`src/msr_pkg.sv`:
```
// Shared types and constants for the multi-channel servo ramp block.
// Depends on nothing; multi_channel_servo_ramp imports it.
`timescale 1ns / 1ps

package msr_pkg;

  typedef enum logic [1:0] {
    CmdTick = 2'd0,
    CmdSet  = 2'd1,
    CmdStop = 2'd2
  } cmd_e;

  localparam logic [7:0] ResetAngle = 8'd90;
  localparam logic [6:0] SpeedMin   = 7'd1;
  localparam logic [6:0] SpeedMax   = 7'd100;
  localparam int unsigned PwmMax    = 4095;

  // One command item as it arrives.
  typedef struct packed {
    logic [1:0] cmd;
    logic [3:0] channel;
    logic [7:0] angle;
    logic [6:0] speed;
  } cmd_item_t;

  // One status item as it leaves.
  typedef struct packed {
    logic [3:0]  out_channel;
    logic [7:0]  cur_angle;
    logic        moving;
    logic [11:0] pwm_value;
    logic        pwm_written;
    logic [4:0]  stopped_count;
    logic        last;
  } status_t;

  // Per-channel state word kept in the state RAM.
  typedef struct packed {
    logic [7:0] cur;
    logic [7:0] tgt;
    logic [6:0] spd;
    logic       mov;
  } entry_t;

  localparam entry_t ResetEntry = '{cur: ResetAngle, tgt: ResetAngle, spd: 7'd0, mov: 1'b0};

endpackage

```
`src/msr_stream_if.sv`:
```
// Valid/ready stream channel carrying one item of a given payload type.
// Depends on nothing; the payload type is passed in as a parameter.
`timescale 1ns / 1ps

interface msr_stream_if #(
  parameter type payload_t = logic
) ();
  logic     valid;
  logic     ready;
  payload_t data;

  modport source (output valid, output data, input ready);
  modport sink   (input valid, input data, output ready);
endinterface

```
`src/msr_ram.sv`:
```
// Generic single-write, single-read RAM with a registered read port.
// Depends on nothing.
`timescale 1ns / 1ps

module msr_ram #(
  parameter int unsigned Width = 8,
  parameter int unsigned Depth = 16,
  localparam int unsigned AddrW = (Depth > 1) ? $clog2(Depth) : 1
) (
  input  logic             clk_i,
  input  logic             we_i,
  input  logic [AddrW-1:0] waddr_i,
  input  logic [Width-1:0] wdata_i,
  input  logic             re_i,
  input  logic [AddrW-1:0] raddr_i,
  output logic [Width-1:0] rdata_o
);

  logic [Width-1:0] mem [Depth];

  always_ff @(posedge clk_i) begin
    if (we_i) begin
      mem[waddr_i] <= wdata_i;
    end
    if (re_i) begin
      rdata_o <= mem[raddr_i];
    end
  end

endmodule

```
`src/multi_channel_servo_ramp.sv`:
```
// Channel  | dir | payload                                   | handshake
// cmd_if_i | in  | cmd, channel, angle, speed                | valid/ready
// status_if_o | out | out_channel, cur_angle, moving, pwm_value,| valid/ready
//          |     | pwm_written, stopped_count, last          |
//
// A tick or stop-all accepts the item and issues the first state RAM read, then
// sweeps the channels in turn through the single read-modify-write path of the
// RAM; a set updates only its channel. Reset needs no clearing pass: per-channel
// valid flops make unwritten entries read as their reset value. A stalled status
// output holds a tick or set, but a stop-all only on its last channel; the next
// item is taken while the final status item still waits in the output register.
//
// Servo slew-rate limiter top level; uses msr_pkg, msr_stream_if and msr_ram.
`timescale 1ns / 1ps

module multi_channel_servo_ramp #(
  parameter int unsigned Channels = 16,
  parameter int unsigned MaxAngle = 180
) (
  input  logic   clk_i,
  input  logic   rst_ni,
  msr_stream_if.sink   cmd_if_i,
  msr_stream_if.source status_if_o
);
  import msr_pkg::*;

  localparam int unsigned ChW = (Channels > 1) ? $clog2(Channels) : 1;
  localparam logic [ChW-1:0] LastCh = ChW'(Channels - 1);
  localparam logic [7:0] MaxAng = 8'(MaxAngle);

  typedef enum logic {
    StIdle,
    StRun
  } state_e;

  logic [11:0] pwm_tab [256];
  for (genvar g = 0; g < 256; g++) begin : g_pwm
    localparam int unsigned Ac = (g > MaxAngle) ? MaxAngle : g;
    localparam int unsigned Pv = ((4 * MaxAngle + 22 * Ac) * 512) / (25 * MaxAngle);
    assign pwm_tab[g] = (Pv > PwmMax) ? 12'(PwmMax) : 12'(Pv);
  end

  state_e         state_q;
  cmd_e           cmd_q;
  logic [ChW-1:0] idx_q;
  logic [7:0]     ang_q;
  logic [6:0]     spd_q;
  logic [4:0]     cnt_q;
  logic           rd_vld_q;
  logic [Channels-1:0] vld_q;
  logic           out_valid_q;
  status_t        out_q;

  cmd_item_t      in_item;
  logic           in_acc;
  logic           ch_ok;
  logic           start;
  logic [7:0]     ang_clamp;
  logic [6:0]     spd_clamp;

  logic           last_idx;
  logic           out_free;
  logic           fire;
  logic           emit;

  logic           ram_re;
  logic [ChW-1:0] ram_raddr;
  entry_t         ram_rdata;
  entry_t         ent;
  entry_t         nxt;
  logic           wr;
  logic [2:0]     step;
  logic [7:0]     mag;
  logic           up;
  status_t        res;

  assign in_item = cmd_if_i.data;
  assign cmd_if_i.ready = (state_q == StIdle);
  assign in_acc = cmd_if_i.valid && cmd_if_i.ready;
  assign ch_ok  = ({1'b0, in_item.channel} < 5'(Channels));
  assign start  = in_acc && ((in_item.cmd == CmdTick) || (in_item.cmd == CmdStop) ||
                             ((in_item.cmd == CmdSet) && ch_ok));

  assign ang_clamp = (in_item.angle > MaxAng) ? MaxAng : in_item.angle;
  always_comb begin
    spd_clamp = in_item.speed;
    if (in_item.speed < SpeedMin) spd_clamp = SpeedMin;
    if (in_item.speed > SpeedMax) spd_clamp = SpeedMax;
  end

  assign last_idx = (cmd_q == CmdSet) || (idx_q == LastCh);
  assign out_free = !out_valid_q || status_if_o.ready;
  assign fire     = (state_q == StRun) && (out_free || ((cmd_q == CmdStop) && !last_idx));
  assign emit     = fire && ((cmd_q != CmdStop) || last_idx);

  // Read the first entry on accept, then the next one each time a channel retires.
  assign ram_re    = start || (fire && !last_idx);
  assign ram_raddr = (state_q == StIdle)
                   ? ((in_item.cmd == CmdSet) ? in_item.channel[ChW-1:0] : '0)
                   : idx_q + ChW'(1);

  msr_ram #(
    .Width($bits(entry_t)),
    .Depth(Channels)
  ) u_state_ram (
    .clk_i   (clk_i),
    .we_i    (fire),
    .waddr_i (idx_q),
    .wdata_i (nxt),
    .re_i    (ram_re),
    .raddr_i (ram_raddr),
    .rdata_o (ram_rdata)
  );

  assign ent = rd_vld_q ? ram_rdata : ResetEntry;

  // speed*5/100 equals speed/20; never less than one degree.
  always_comb begin
    if (ent.spd >= 7'd100)     step = 3'd5;
    else if (ent.spd >= 7'd80) step = 3'd4;
    else if (ent.spd >= 7'd60) step = 3'd3;
    else if (ent.spd >= 7'd40) step = 3'd2;
    else                       step = 3'd1;
  end

  assign up  = ent.tgt > ent.cur;
  assign mag = up ? (ent.tgt - ent.cur) : (ent.cur - ent.tgt);

  always_comb begin
    nxt = ent;
    wr  = 1'b0;
    case (cmd_q)
      CmdTick: begin
        if (ent.mov) begin
          if (mag == 8'd0) begin
            nxt.mov = 1'b0;
          end else begin
            wr = 1'b1;
            if (mag <= {5'd0, step}) begin
              nxt.cur = ent.tgt;
              nxt.mov = 1'b0;
            end else if (up) begin
              nxt.cur = ent.cur + {5'd0, step};
            end else begin
              nxt.cur = ent.cur - {5'd0, step};
            end
          end
        end
      end
      CmdSet: begin
        nxt.tgt = ang_q;
        nxt.spd = spd_q;
        if (ang_q != ent.cur) nxt.mov = 1'b1;
      end
      CmdStop: begin
        if (ent.mov) begin
          nxt.tgt = ent.cur;
          nxt.mov = 1'b0;
        end
      end
      default: begin
        nxt = ent;
      end
    endcase
  end

  always_comb begin
    res = '0;
    res.last = last_idx;
    if (cmd_q == CmdStop) begin
      res.stopped_count = cnt_q + 5'(ent.mov);
    end else begin
      res.out_channel = 4'(idx_q);
      res.cur_angle   = nxt.cur;
      res.moving      = nxt.mov;
      res.pwm_value   = pwm_tab[nxt.cur];
      res.pwm_written = wr;
    end
  end

  assign status_if_o.valid = out_valid_q;
  assign status_if_o.data  = out_q;

  always_ff @(posedge clk_i or negedge rst_ni) begin
    if (!rst_ni) begin
      state_q     <= StIdle;
      cmd_q       <= CmdTick;
      idx_q       <= '0;
      ang_q       <= '0;
      spd_q       <= '0;
      cnt_q       <= '0;
      rd_vld_q    <= 1'b0;
      vld_q       <= '0;
      out_valid_q <= 1'b0;
      out_q       <= '0;
    end else begin
      if (ram_re) begin
        rd_vld_q <= vld_q[ram_raddr];
      end
      if (emit) begin
        out_valid_q <= 1'b1;
        out_q       <= res;
      end else if (status_if_o.ready) begin
        out_valid_q <= 1'b0;
      end
      case (state_q)
        StIdle: begin
          if (start) begin
            state_q <= StRun;
            cmd_q   <= cmd_e'(in_item.cmd);
            idx_q   <= (in_item.cmd == CmdSet) ? in_item.channel[ChW-1:0] : '0;
            ang_q   <= ang_clamp;
            spd_q   <= spd_clamp;
            cnt_q   <= '0;
          end
        end
        StRun: begin
          if (fire) begin
            vld_q[idx_q] <= 1'b1;
            cnt_q <= cnt_q + 5'((cmd_q == CmdStop) && ent.mov);
            if (last_idx) begin
              state_q <= StIdle;
            end else begin
              idx_q <= idx_q + ChW'(1);
            end
          end
        end
        default: begin
          state_q <= StIdle;
        end
      endcase
    end
  end

`ifndef SYNTHESIS
  a_cnt_range: assert property (@(posedge clk_i) disable iff (!rst_ni)
    status_if_o.valid |-> (status_if_o.data.stopped_count <= 5'(Channels)))
    else $error("stop count exceeds channel count");

  a_angle_range: assert property (@(posedge clk_i) disable iff (!rst_ni)
    status_if_o.valid |-> (status_if_o.data.cur_angle <= MaxAng))
    else $error("reported angle beyond maximum");

  a_tick_last: assert property (@(posedge clk_i) disable iff (!rst_ni)
    (emit && (cmd_q == CmdTick)) |-> ((idx_q == LastCh) == res.last))
    else $error("tick last flag not on final channel");

  a_no_overrun: assert property (@(posedge clk_i) disable iff (!rst_ni)
    (out_valid_q && !status_if_o.ready) |-> !emit)
    else $error("status item overwritten while stalled");

  a_read_follows: assert property (@(posedge clk_i) disable iff (!rst_ni)
    (fire && !last_idx) |=> (state_q == StRun))
    else $error("sweep left run state before last channel");
`endif

endmodule
```
`src/flat_wrapper.sv`:
```
// flat-port wrapper written by rule: the top's interface ports become plain ports
module multi_channel_servo_ramp_flat import msr_pkg::*;
#(
  parameter int unsigned Channels = 16,
  parameter int unsigned MaxAngle = 180
)
  (clk_i, rst_ni, cmd_if_i_valid, cmd_if_i_data, cmd_if_i_ready, status_if_o_valid, status_if_o_data, status_if_o_ready);
  msr_stream_if cmd_if_i_i ();
  msr_stream_if status_if_o_i ();
  input  logic clk_i;
  input  logic rst_ni;
  input wire logic [$bits(cmd_if_i_i.valid)-1:0] cmd_if_i_valid;
  input wire logic [$bits(cmd_if_i_i.data)-1:0] cmd_if_i_data;
  output wire logic [$bits(cmd_if_i_i.ready)-1:0] cmd_if_i_ready;
  output wire logic [$bits(status_if_o_i.valid)-1:0] status_if_o_valid;
  output wire logic [$bits(status_if_o_i.data)-1:0] status_if_o_data;
  input wire logic [$bits(status_if_o_i.ready)-1:0] status_if_o_ready;
  assign cmd_if_i_i.valid = cmd_if_i_valid;
  assign cmd_if_i_i.data = cmd_if_i_data;
  assign cmd_if_i_ready = cmd_if_i_i.ready;
  assign status_if_o_valid = status_if_o_i.valid;
  assign status_if_o_data = status_if_o_i.data;
  assign status_if_o_i.ready = status_if_o_ready;
  multi_channel_servo_ramp #(.Channels(Channels), .MaxAngle(MaxAngle)) u_core (.clk_i(clk_i), .rst_ni(rst_ni), .cmd_if_i(cmd_if_i_i), .status_if_o(status_if_o_i));
endmodule
```
`config.mk`:
```
export PLATFORM = sky130hd
export DESIGN_NAME = multi_channel_servo_ramp_flat
export DESIGN_NICKNAME = d
export VERILOG_FILES = /design/src/msr_pkg.sv /design/src/msr_stream_if.sv /design/src/msr_ram.sv /design/src/multi_channel_servo_ramp.sv /design/src/flat_wrapper.sv
export SDC_FILE = /design/constraint.sdc
export NUM_CORES = 1
export LEC_CHECK = 0
export BUFFER_PORTS_ARGS = -buffer_cell sky130_fd_sc_hd__buf_2
export CAP_MARGIN = 25
export CORE_AREA = 2 2 39 41
export CTS_CLUSTER_DIAMETER = 40
export CTS_CLUSTER_SIZE = 16
export DETAILED_ROUTE_END_ITERATION = 8
export DIE_AREA = 0 0 41 43
export HOLD_SLACK_MARGIN = 0.15
export PLACE_DENSITY = 0.46
export SETUP_SLACK_MARGIN = 0.15
export SYNTH_ARGS = -nofsm -noshare
export SYNTH_HDL_FRONTEND = slang
export SYNTH_SLANG_ARGS = --single-unit
```
`constraint.sdc`:
```
create_clock -name clk_i -period 1.65 [get_ports clk_i]
set_input_delay 0.0825 -clock clk_i [delete_from_list [all_inputs] [get_ports clk_i]]
set_output_delay 0.0825 -clock clk_i [all_outputs]
set_load 0.01 [all_outputs]
```
==> results of run 1 <==
-- worst register-to-register path, delay by kind of cell, from the launching register on --
kind	cells	cell delay (ns)
compound gates	1	0.38
fa+ha+maj	1	0.24
flops	1	0.40
simple gates	2	0.29
-- state kept, by name, summed over array words and instances (netlist names) --
| name | flops |
|---|---|
| u_core.state_q | 1 |
| u_core.status_if_o.data | 1 |
| u_core.idx_q | 4 |
| u_core.status_if_o.valid | 1 |
-- path summary, 6_finish.rpt --
check / endpoint
max: u_core.idx_q[3]
min: u_core.status_if_o.valid
max reg2reg: u_core.idx_q[3]
min reg2reg: u_core.status_if_o.data
max in group asynchronous: u_core.idx_q[0]
min in group asynchronous: u_core.status_if_o.valid
-- stage by stage --
stage	hold slack (ns)	instances	utilization, %	setup slack, ns
2_1_floorplan	-0.213	35	-	0.343
6_report	0.169	63	33.5	0.223
5_1_grt	0.189	63	33.5	0.171
3_3_place_gp	-0.0769	57	30.1	0.243
3_5_place_dp	-0.0676	57	30.1	0.233
4_1_cts	0.162	63	33.5	0.228
-- logic make-up after synthesis --
kind of cell	share of synthesized area, %
AND/OR/NAND/NOR	24.6
buffers and inverters	4.09
multiplexers	2.73
adder cells (fa/ha/maj)	3.41
flip-flops	47.8
AO/OA/AOI/OAI	17.4
-- cell type report --
| class | count | area, um2 | share of cell area, % |
|---|---|---|---|
| inverters | 4 | 15.0 | 3.24 |
| well taps | 16 | 20.0 | 4.32 |
| repair buffers | 8 | 50.0 | 10.8 |
| multi-input cells | 24 | 176 | 38.1 |
| clock buffers | 4 | 26.3 | 5.68 |
| flip-flops and latches | 7 | 175 | 37.8 |
-- cell usage after synthesis --
library cell / count
dfrtp_1: 7
and4_1: 1
a221oi_1: 1
nand2b_4: 1
nand3_2: 1
nor2b_1: 1
mux2i_1: 1
o21ai_0: 3
nand3_1: 1
nor3_1: 1
or2b_1: 1
a21oi_1: 1
a32o_1: 1
nand2_1: 2
a31oi_1: 1
ha_1: 1
and3_1: 2
inv_2: 1
a311oi_1: 1
nand2b_1: 1
a311o_1: 1
and2b_1: 1
inv_1: 3
-- layer usage --
metal  vias up  GRT usage (%)
met5         -              0
met4         0           8.00
met3         2           3.14
met2        12           13.4
met1       146           11.7
li1        153              -
-- power by group through the flow --
stage                     Sequential [mW]  Clock (mW)  Combinational, mW
after floorplan                     0.313           0              0.227
after global placement              0.317           0              0.297
after detailed placement            0.323           0              0.304
after CTS                           0.319       0.162              0.309
after global routing                0.331       0.172              0.340
final                               0.320       0.155              0.306
==> out/metrics.yaml, run 1 <==
global_route:
  grt_max_degree: 9
  first_global_vias: 272
  grt_overflow: 0
  grt_use_total_pct: 9.78
  grt_pass1_wl_um: 1090
  grt_antenna_before_repair: 0
finish:
  final_cell_mix: "dfrtp_1 (7), buf_2 (6), inv_1 (3), o21ai_0 (3), clkbuf_4 (3)"
  area_growth_pct: 26.3
  mostFrequentLayoutCell: "dfrtp_1"
  layout-drive-gt1-share_pct: 25.5
  fillerInstances: 147
  diodes: 0
  fin_nets: 54
  fin_area_um2: 463
synthesis:
  synth_nets: 41
  syn-cell-area_um2: 367
  synth_warnings: 0
  netlist_instances: 35
  ys_types: 23
  synth_seq_cells: 7
  synth_top_cell_by_area: "dfrtp_1"
  ys_top_cells_by_area: "dfrtp_1 (48%), o21ai_0 (4.1%), nand2b_4 (3.8%)"
  synth_seq_area_share_pct: 47.8
  syn_avg_cell_area_um2: 10.5
  yosysTopAreaCellShare_pct: 47.8
setup_path:
  cp_top_family: "flip-flops"
  worstPathArrival_ns: 1.55
  crit_type: "reg -> reg"
  cp_max_fo: 5
  cp_num_buf_inv: 0
  cp-end-kind: "flip-flop"
  worst-path-stages: 4
  timing.rr.start: "u_core.idx_q[0]"
  rr_worst_depth: 4
  r2r_slack_ns: 0.22
  cp.required_ns: 1.77
  path_cells: "ha_1 -> nand3_1 -> nand3_2 -> a311o_1"
  crit_start: "u_core.idx_q[0]"
  cp-start-kind: "flip-flop"
  critical-path-slowest-cell: "dfrtp_1"
  cpPeakStageDelay_ns: 0.40
power:
  switchingPower_mw: 0.288
  ir_drop_uv: 524
  cellPowerDensity_mw_per_mm2: 1690
  p_comb_share_pct: 39.2
  p_int_mw: 0.493
  finalPower_mw: 0.781
  power.share.clock_pct: 19.9
  leakage_nw: 0.231
  sw_frac_of_total_pct: 36.9
  p_seq_share_pct: 40.9
clock_tree:
  cts-resized-gates: 0
  clk_latency_ns: 0.25
  cts_buffers: 3
  cts_htree_levels: 1
  postCtsSetupRepairBufs: 0
  cts_tree: "done"
  cts_sinks: 7
  cts-root-buf: "clkbuf_4"
  clkTransAtPathRegs_ns: 0.06
  ctsLongestPathBuffers: 2
  ctsHoldBuffers: 2
run_status:
  status: "finished, final reports clean"
placed_design:
  io_buffers: 6
  dp_hpwl_um: 550
  placed_area_um2: 417
  gp_congestion: 0.768
die:
  row_count: 14
  chipHeight_um: 43
  ios: 8
  dieArea_mm2: 0.00176
  die_x_um: 41
  core_area_mm2: 0.00138
  start_util_pct: 26.5
detailed_routing:
  wl_met3_um: 51
  dr.pass1.iters: 4
  wl_um: 718
  drc: 0
  ant_nets: 0
  viasPerCell: 4.97
  first_iter_violations: 8
  routedLengthMet1_um: 318
  drt-wirelength-per-cell_um: 11.4
  vias: 313
  wl_met2_um: 341
  top_layer_used: "met4"
sta:
  finalClockSkew_ns: 0.00596
  final.setup.tns_ns: 0
  relSlewSlack_pct: 82.7
  finalCritPeriodShare_pct: 86.5
  finalSetupViolations: 0
  period_minus_slack_ns: 1.43
  drv_slew: 0
  max_slew.worst_pin.slew_ns: 0.259
  rsz0062_at_grt: "false"
  fmax_mhz: 701
  finalHoldViolCount: 0
hold_path:
  worstHoldPathType: "in -> reg"
  min-delay-start: "status_if_o_ready"
  whs_path_depth: 3
flow_run:
  drv_cap: 0
Power figures use the tool's default switching activity.
==> run 2, diff against run 1 <==
==> constraint.sdc (replaced) <==
create_clock -name clk_i -period 1.5 [get_ports clk_i]
set_input_delay 0.075 -clock clk_i [delete_from_list [all_inputs] [get_ports clk_i]]
set_output_delay 0.075 -clock clk_i [all_outputs]
set_load 0.01 [all_outputs]
==> run 2 against run 1 <==
  * Clock power up 9%
  * Hold slack got worse by 0.0059 ns
  * Combinational power up 32%
  * Critical endpoint unchanged
  * Largest power group is now combinational cells
==> out/metrics.yaml, run 2 (same netlist as run 1, synthesis figures left out) <==
setup_path:
  endpoint: "u_core.idx_q[3]"
  r2r_end: "u_core.idx_q[3]"
  rr_worst_depth: 4  # unchanged
  worstPathArrival_ns: 1.41  # -0.14 ns
  crit_type: "reg -> reg"
  cp_max_fo: 4  # -1
  timing.rr.start: "u_core.idx_q[0]"
  cp.required_ns: 1.62  # -0.15 ns
  cp-end-kind: "flip-flop"
  r2r_slack_ns: 0.22  # about the same
  cp-start-kind: "flip-flop"
  crit_start: "u_core.idx_q[0]"
clock_tree:
  cts_sinks: 7  # unchanged
  cts_tree: "done"
  clk_latency_ns: 0.25  # about the same
  cts-root-buf: "clkbuf_4"
  ctsLongestPathBuffers: 2  # unchanged
  cts_htree_levels: 1  # unchanged
  clkTransAtPathRegs_ns: 0.05  # about the same
  cts_buffers: 3  # unchanged
sta:
  finalCritPeriodShare_pct: 85.6  # -0.85 points
  finalSetupViolations: 0  # unchanged
  drv_slew: 0  # unchanged
  max_slew.worst_pin.slew_ns: 0.256  # -0.00320 ns
  period_minus_slack_ns: 1.28  # -0.142 ns
  finalClockSkew_ns: 0.00392  # -0.00203 ns
  finalHoldViolCount: 0  # unchanged
  fmax_mhz: 779  # +11%
  rsz0062_at_grt: "false"
  final.setup.tns_ns: 0  # unchanged
  relSlewSlack_pct: 82.8  # +0.098 points
finish:
  fillerInstances: 143  # -2.7%
  area_growth_pct: 34.5
  multi_input_area_um2: 184  # +4.3%
  largest_register: "u_core.idx_q"
  ff_latch_area_um2: 175  # unchanged
  largest_reg_flops: 4  # unchanged
  final_cell_mix: "dfrtp_1 (7), buf_2 (6)"
  mostFrequentLayoutCell: "dfrtp_1"
  diodes: 0  # unchanged
  fin_nets: 57  # +5.6%
  layout-drive-gt1-share_pct: 34.0  # +8.5 points
die:
  chipHeight_um: 43  # unchanged
  ios: 8  # unchanged
  start_util_pct: 26.5  # unchanged
  dieArea_mm2: 0.00176  # unchanged
  core_area_mm2: 0.00138  # unchanged
  row_count: 14  # unchanged
  die_x_um: 41  # unchanged
placed_design:
  gp_congestion: 0.755  # -1.7%
  io_buffers: 6  # unchanged
  dp_hpwl_um: 580  # +5.6%
global_route:
  grt_antenna_before_repair: 0  # unchanged
  grt_overflow: 0  # unchanged
  grt_max_degree: 9  # unchanged
  grt_use_total_pct: 11.1  # +1.3 points
  first_global_vias: 311  # +14%
  grt_pass1_wl_um: 1290  # +18%
power:
  ir_drop_uv: 821  # +57%
  finalPower_mw: 0.927  # +19%
  cellPowerDensity_mw_per_mm2: 1880  # +11%
  leakage_nw: 0.243  # +5.4%
run_status:
  status: "finished, final reports clean"
hold_path:
  worstHoldPathType: "in -> reg"
  min-delay-start: "status_if_o_ready"
flow_run:
  drv_cap: 0  # unchanged
detailed_routing:
  wl_um: 755  # +5.2%
  vias: 313  # unchanged
  viasPerCell: 4.74  # -4.5%
  first_iter_violations: 3  # -5
  dr.pass1.iters: 2  # -2
  drc: 0  # unchanged
  ant_nets: 0  # unchanged
  drt-wirelength-per-cell_um: 11.4  # +0.37%
## run 2: changes by cell type in the layout (fill, tap and decap cells not counted), sizes merged
cell / before / now
buf: 6 / 9
## run 2: power by group
| group | internal [mW] | total (mW) | switching, mW |
|---|---|---|---|
| registers | 0.272 | 0.354 | 0.0821 |
| clock network | 0.101 | 0.169 | 0.0675 |
| logic | 0.213 | 0.404 | 0.191 |
## run 2: cell type report
| cell class | count | share of cell area [%] |
|---|---|---|
| clock buffer | 4 | 5.33 |
| inverter | 4 | 3.05 |
| multi-input combinational | 24 | 37.3 |
| sequential | 7 | 35.5 |
| tap | 16 | 4.06 |
| timing repair buffer | 11 | 14.7 |
## run 2: metrics by stage
step	hold WS [ns]	instances	instance area, um2	utilization [%]	setup WS [ns]
5_1_grt	0.178	66	493	35.6	0.148
4_1_cts	0.155	64	475	34.4	0.154
3_5_place_dp	-0.0793	58	424	30.7	0.0996
2_1_floorplan	-0.221	35	367	-	0.193
6_report	0.164	66	493	35.6	0.216
3_3_place_gp	-0.0842	58	424	30.7	0.126
## run 2: how the worst min path moves through the flow
stage	to	slack, ns	depth (start not counted)
6_report	u_core.status_if_o.valid	0.16	3
5_1_grt	u_core.status_if_o.valid	0.18	3
4_1_cts	u_core.status_if_o.valid	0.15	3
3_5_place_dp	u_core.idx_q[2]	-0.08	1
3_3_place_gp	u_core.idx_q[2]	-0.08	1
2_1_floorplan	u_core.idx_q[0]	-0.22	0
## run 2: what timing repair did
action,4_1_cts,5_1_grt
setup endpoints to repair,1,1
hold buffers,2,0
pin swaps,0,1
gates resized for setup,1,1
setup buffers,0,2
endpoints found under the hold margin,9,0
## run 2: routing by layer
metal	up-vias	global-route usage (%)	part of all wire, %
met5	-	0	0
met4	0	4.00	0
met3	0	6.28	6.5
met2	8	15.9	50
met1	146	13.4	44
li1	159	-	-
## run 2: critical path, stage by stage, from the launching register on
cell     delay, ns
dfrtp_1       0.38
buf_4         0.14
and3_1        0.18
and4_1        0.19
a311o_1       0.27
==> run 3, diff against run 2 <==
--- a/config.mk
+++ b/config.mk
@@ -13,8 +13,9 @@
 export DETAILED_ROUTE_END_ITERATION = 8
 export DIE_AREA = 0 0 41 43
 export HOLD_SLACK_MARGIN = 0.15
-export PLACE_DENSITY = 0.46
+export PLACE_DENSITY = 0.45
 export SETUP_SLACK_MARGIN = 0.15
 export SYNTH_ARGS = -nofsm -noshare
 export SYNTH_HDL_FRONTEND = slang
+export SYNTH_HIERARCHICAL = 1
 export SYNTH_SLANG_ARGS = --single-unit
==> run 3 against run 2 <==
  * Combinational power decreased by 28%
  * Sequential share of layout area increased by 3.0 points
  * Clock skew decreased by 0.0012 ns
  * Non-clock buffer count decreased by 2
  * Sequential cell count unchanged
  * Clock power about the same
==> out/metrics.yaml, run 3 <==
run_status:
  status: "finished, final reports clean"
setup_path:
  critical-path-slowest-cell: "dfrtp_1"
  cp_max_fo: 5  # +1
  rr_worst_depth: 4  # unchanged
  r2r_slack_ns: 0.25  # +0.03 ns
  crit_start: "u_core/idx_q[0]"
  cp_top_family: "flip-flops"
  timing.rr.start: "u_core/idx_q[0]"
  crit_type: "reg -> reg"
  worstPathArrival_ns: 1.42  # about the same
  r2r_end: "u_core/idx_q[1]"
  cp_num_buf_inv: 0  # -1
  cpPeakStageDelay_ns: 0.41  # +0.03 ns
  path_cells: "ha_1 -> nand3_1 -> nand3_1 -> mux2i_1"
  worst-path-stages: 4  # unchanged
  endpoint: "u_core/idx_q[1]"
  path_common_cell: "nand3_1"
  cp-end-kind: "flip-flop"
  cp.required_ns: 1.67  # +0.05 ns
  cp-start-kind: "flip-flop"
placed_design:
  dp_hpwl_um: 519  # -10%
  gp_congestion: 0.788  # +4.3%
  io_buffers: 6  # unchanged
  dpl.cell_count: 54  # -6.9%
synthesis:
  netlist_instances: 32  # -8.6%
  yosys.area_share.simple_pct: 24.8  # +0.25 points
  synth_seq_area_share_pct: 50.4  # +2.6 points
  synthFlopType: "dfrtp_1"
  synthTopCellsByCount: "dfrtp_1 (7), nand2_1 (7), inv_1 (3), mux2i_1 (2), nand3_1 (2)"
  yosysTopAreaCellShare_pct: 50.4  # +2.6 points
  syn_avg_cell_area_um2: 10.9  # +3.8%
  synth_warnings: 6  # +6
  synth_top_cell_by_area: "dfrtp_1"
  async_flop_share_pct: 100  # unchanged
  ys_top_cells_by_area: "dfrtp_1 (50%), nand2_1 (7.6%), mux2i_1 (5.8%)"
  synthAdderAreaFrac_pct: 3.60  # +0.18 points
  ys_types: 16  # -30%
  synth_seq_cells: 7  # unchanged
  synth_edf_count: 0  # unchanged
  synth_nets: 38  # -7.3%
  synth_compound_area_share_pct: 12.2  # -5.2 points
  synth_mux_area_share_pct: 5.76  # +3.0 points
  syn-cell-area_um2: 348  # -5.1%
  synth_xor_area_share_pct: 0  # unchanged
  synth_top_family_by_area: "simple AND/OR/NAND/NOR gates"
power:
  leakage_nw: 0.227  # -6.8%
  cellPowerDensity_mw_per_mm2: 1750  # -6.7%
  ir_drop_uv: 693  # -16%
clock_tree:
  cts_htree_levels: 1  # unchanged
  clkTransAtPathRegs_ns: 0.05  # about the same
  postCtsSetupRepairBufs: 0  # unchanged
  cts_tree: "done"
  ctsLongestPathBuffers: 2  # unchanged
  cts_buffers: 3  # unchanged
  cts_sinks: 7  # unchanged
  clk_latency_ns: 0.25  # about the same
  cts-root-buf: "clkbuf_4"
detailed_routing:
  vias: 305  # -2.6%
  wl_um: 652  # -14%
  first_iter_violations: 7  # +4
  drt-wirelength-per-cell_um: 10.7  # -6.6%
  viasPerCell: 5.00  # +5.4%
  ant_nets: 0  # unchanged
  dr.pass1.iters: 4  # +2
  drc: 0  # unchanged
finish:
  largest_reg_flops: 4  # unchanged
  layout-drive-gt1-share_pct: 26.7  # -7.3 points
  utilization_pct: 32.8  # -2.8 points
  diodes: 0  # unchanged
  final_cell_mix: "nand2_1 (7), dfrtp_1 (7), buf_2 (6)"
  largest_register: "u_core/idx_q"
  area_growth_pct: 30.6
  final_cells: 61  # -7.6%
  fin_nets: 52  # -8.8%
sta:
  finalClockSkew_ns: 0.00274  # -0.00118 ns
  fmax_mhz: 799  # +2.6%
  max_slew.worst_pin.slew_ns: 0.192  # -0.0641 ns
  rsz0062_at_grt: "false"
  period_minus_slack_ns: 1.25  # -0.0321 ns
  finalCritPeriodShare_pct: 83.5  # -2.1 points
  finalSetupViolations: 0  # unchanged
  finalHoldViolCount: 0  # unchanged
  drv_slew: 0  # unchanged
  relSlewSlack_pct: 87.2  # +4.4 points
  hold_ws_ns: 0.190  # +0.0264 ns
  final.setup.tns_ns: 0  # unchanged
die:
  row_count: 14  # unchanged
  die_x_um: 41  # unchanged
  chipHeight_um: 43  # unchanged
  core_area_mm2: 0.00138  # unchanged
  ios: 8  # unchanged
  dieArea_mm2: 0.00176  # unchanged
  start_util_pct: 25.1  # -1.4 points
global_route:
  grt_pass1_wl_um: 1120  # -13%
  first_global_vias: 279  # -10%
  grt_max_degree: 8  # -1
  grt_antenna_before_repair: 0  # unchanged
  grt_use_total_pct: 10.1  # -1.1 points
  grt_overflow: 0  # unchanged
hold_path:
  worstHoldPathType: "in -> async"
flow_run:
  drv_cap: 0  # unchanged
[run 3: cell type report]
cell class / instances / area, um2
clock buffers: 4 / 26.3
fillers: 144 / 930
inverters: 3 / 11.3
multi-input cells: 22 / 161
flip-flops and latches: 7 / 175
well taps: 16 / 20.0
repair buffers: 9 / 60.1
[run 3: repair_timing]
item	CTS	global route
hold buffers	3	0
gates resized for setup	0	0
hold endpoints to repair	9	0
[run 3: how the worst min path moves through the flow]
stage                       from         endpoint
final                     rst_ni   u_core/state_q
after global routing      rst_ni  u_core/idx_q[0]
after CTS                 rst_ni   u_core/state_q
after detailed placement  rst_ni   u_core/state_q
after global placement    rst_ni   u_core/state_q
after floorplan           rst_ni  u_core/idx_q[0]
[run 3: power by group]
group	internal, mW	switching, mW
clock	0.101	0.0689
combinational	0.137	0.154
sequential	0.262	0.0742
[run 3: logic make-up after synthesis]
kind of cell | count (synthesis)
DFF | 7
adders and majority gates | 1
buffers and inverters | 3
muxes | 2
AOI/OAI and AO/OA | 5
and+or+nand+nor | 14
[run 3: worst reg2reg max path: cells and delay by family, from the launching register on]
kind	cells	cell delay, ns
fa+ha+maj	1	0.28
flops	1	0.41
mux	1	0.20
simple gates	2	0.29
[run 3: metrics by stage]
stage | instance area [um2] | power [mW] | setup slack [ns]
after floorplan | 348 | 0.543 | 0.370
after global placement | 398 | 0.611 | 0.278
after detailed placement | 398 | 0.624 | 0.255
after CTS | 454 | 0.801 | 0.244
after global routing | 454 | 0.870 | 0.162
final | 454 | 0.797 | 0.248
[run 3: layer usage]
| layer | GRT usage [%] | up-vias | share of wire (%) |
|---|---|---|---|
| li1 | - | 142 | - |
| met2 | 14.4 | 14 | 50 |
| met1 | 11.7 | 147 | 41 |
| met3 | 4.71 | 2 | 6.9 |
| met5 | 0 | - | 0 |
| met4 | 6.00 | 0 | 1.7 |
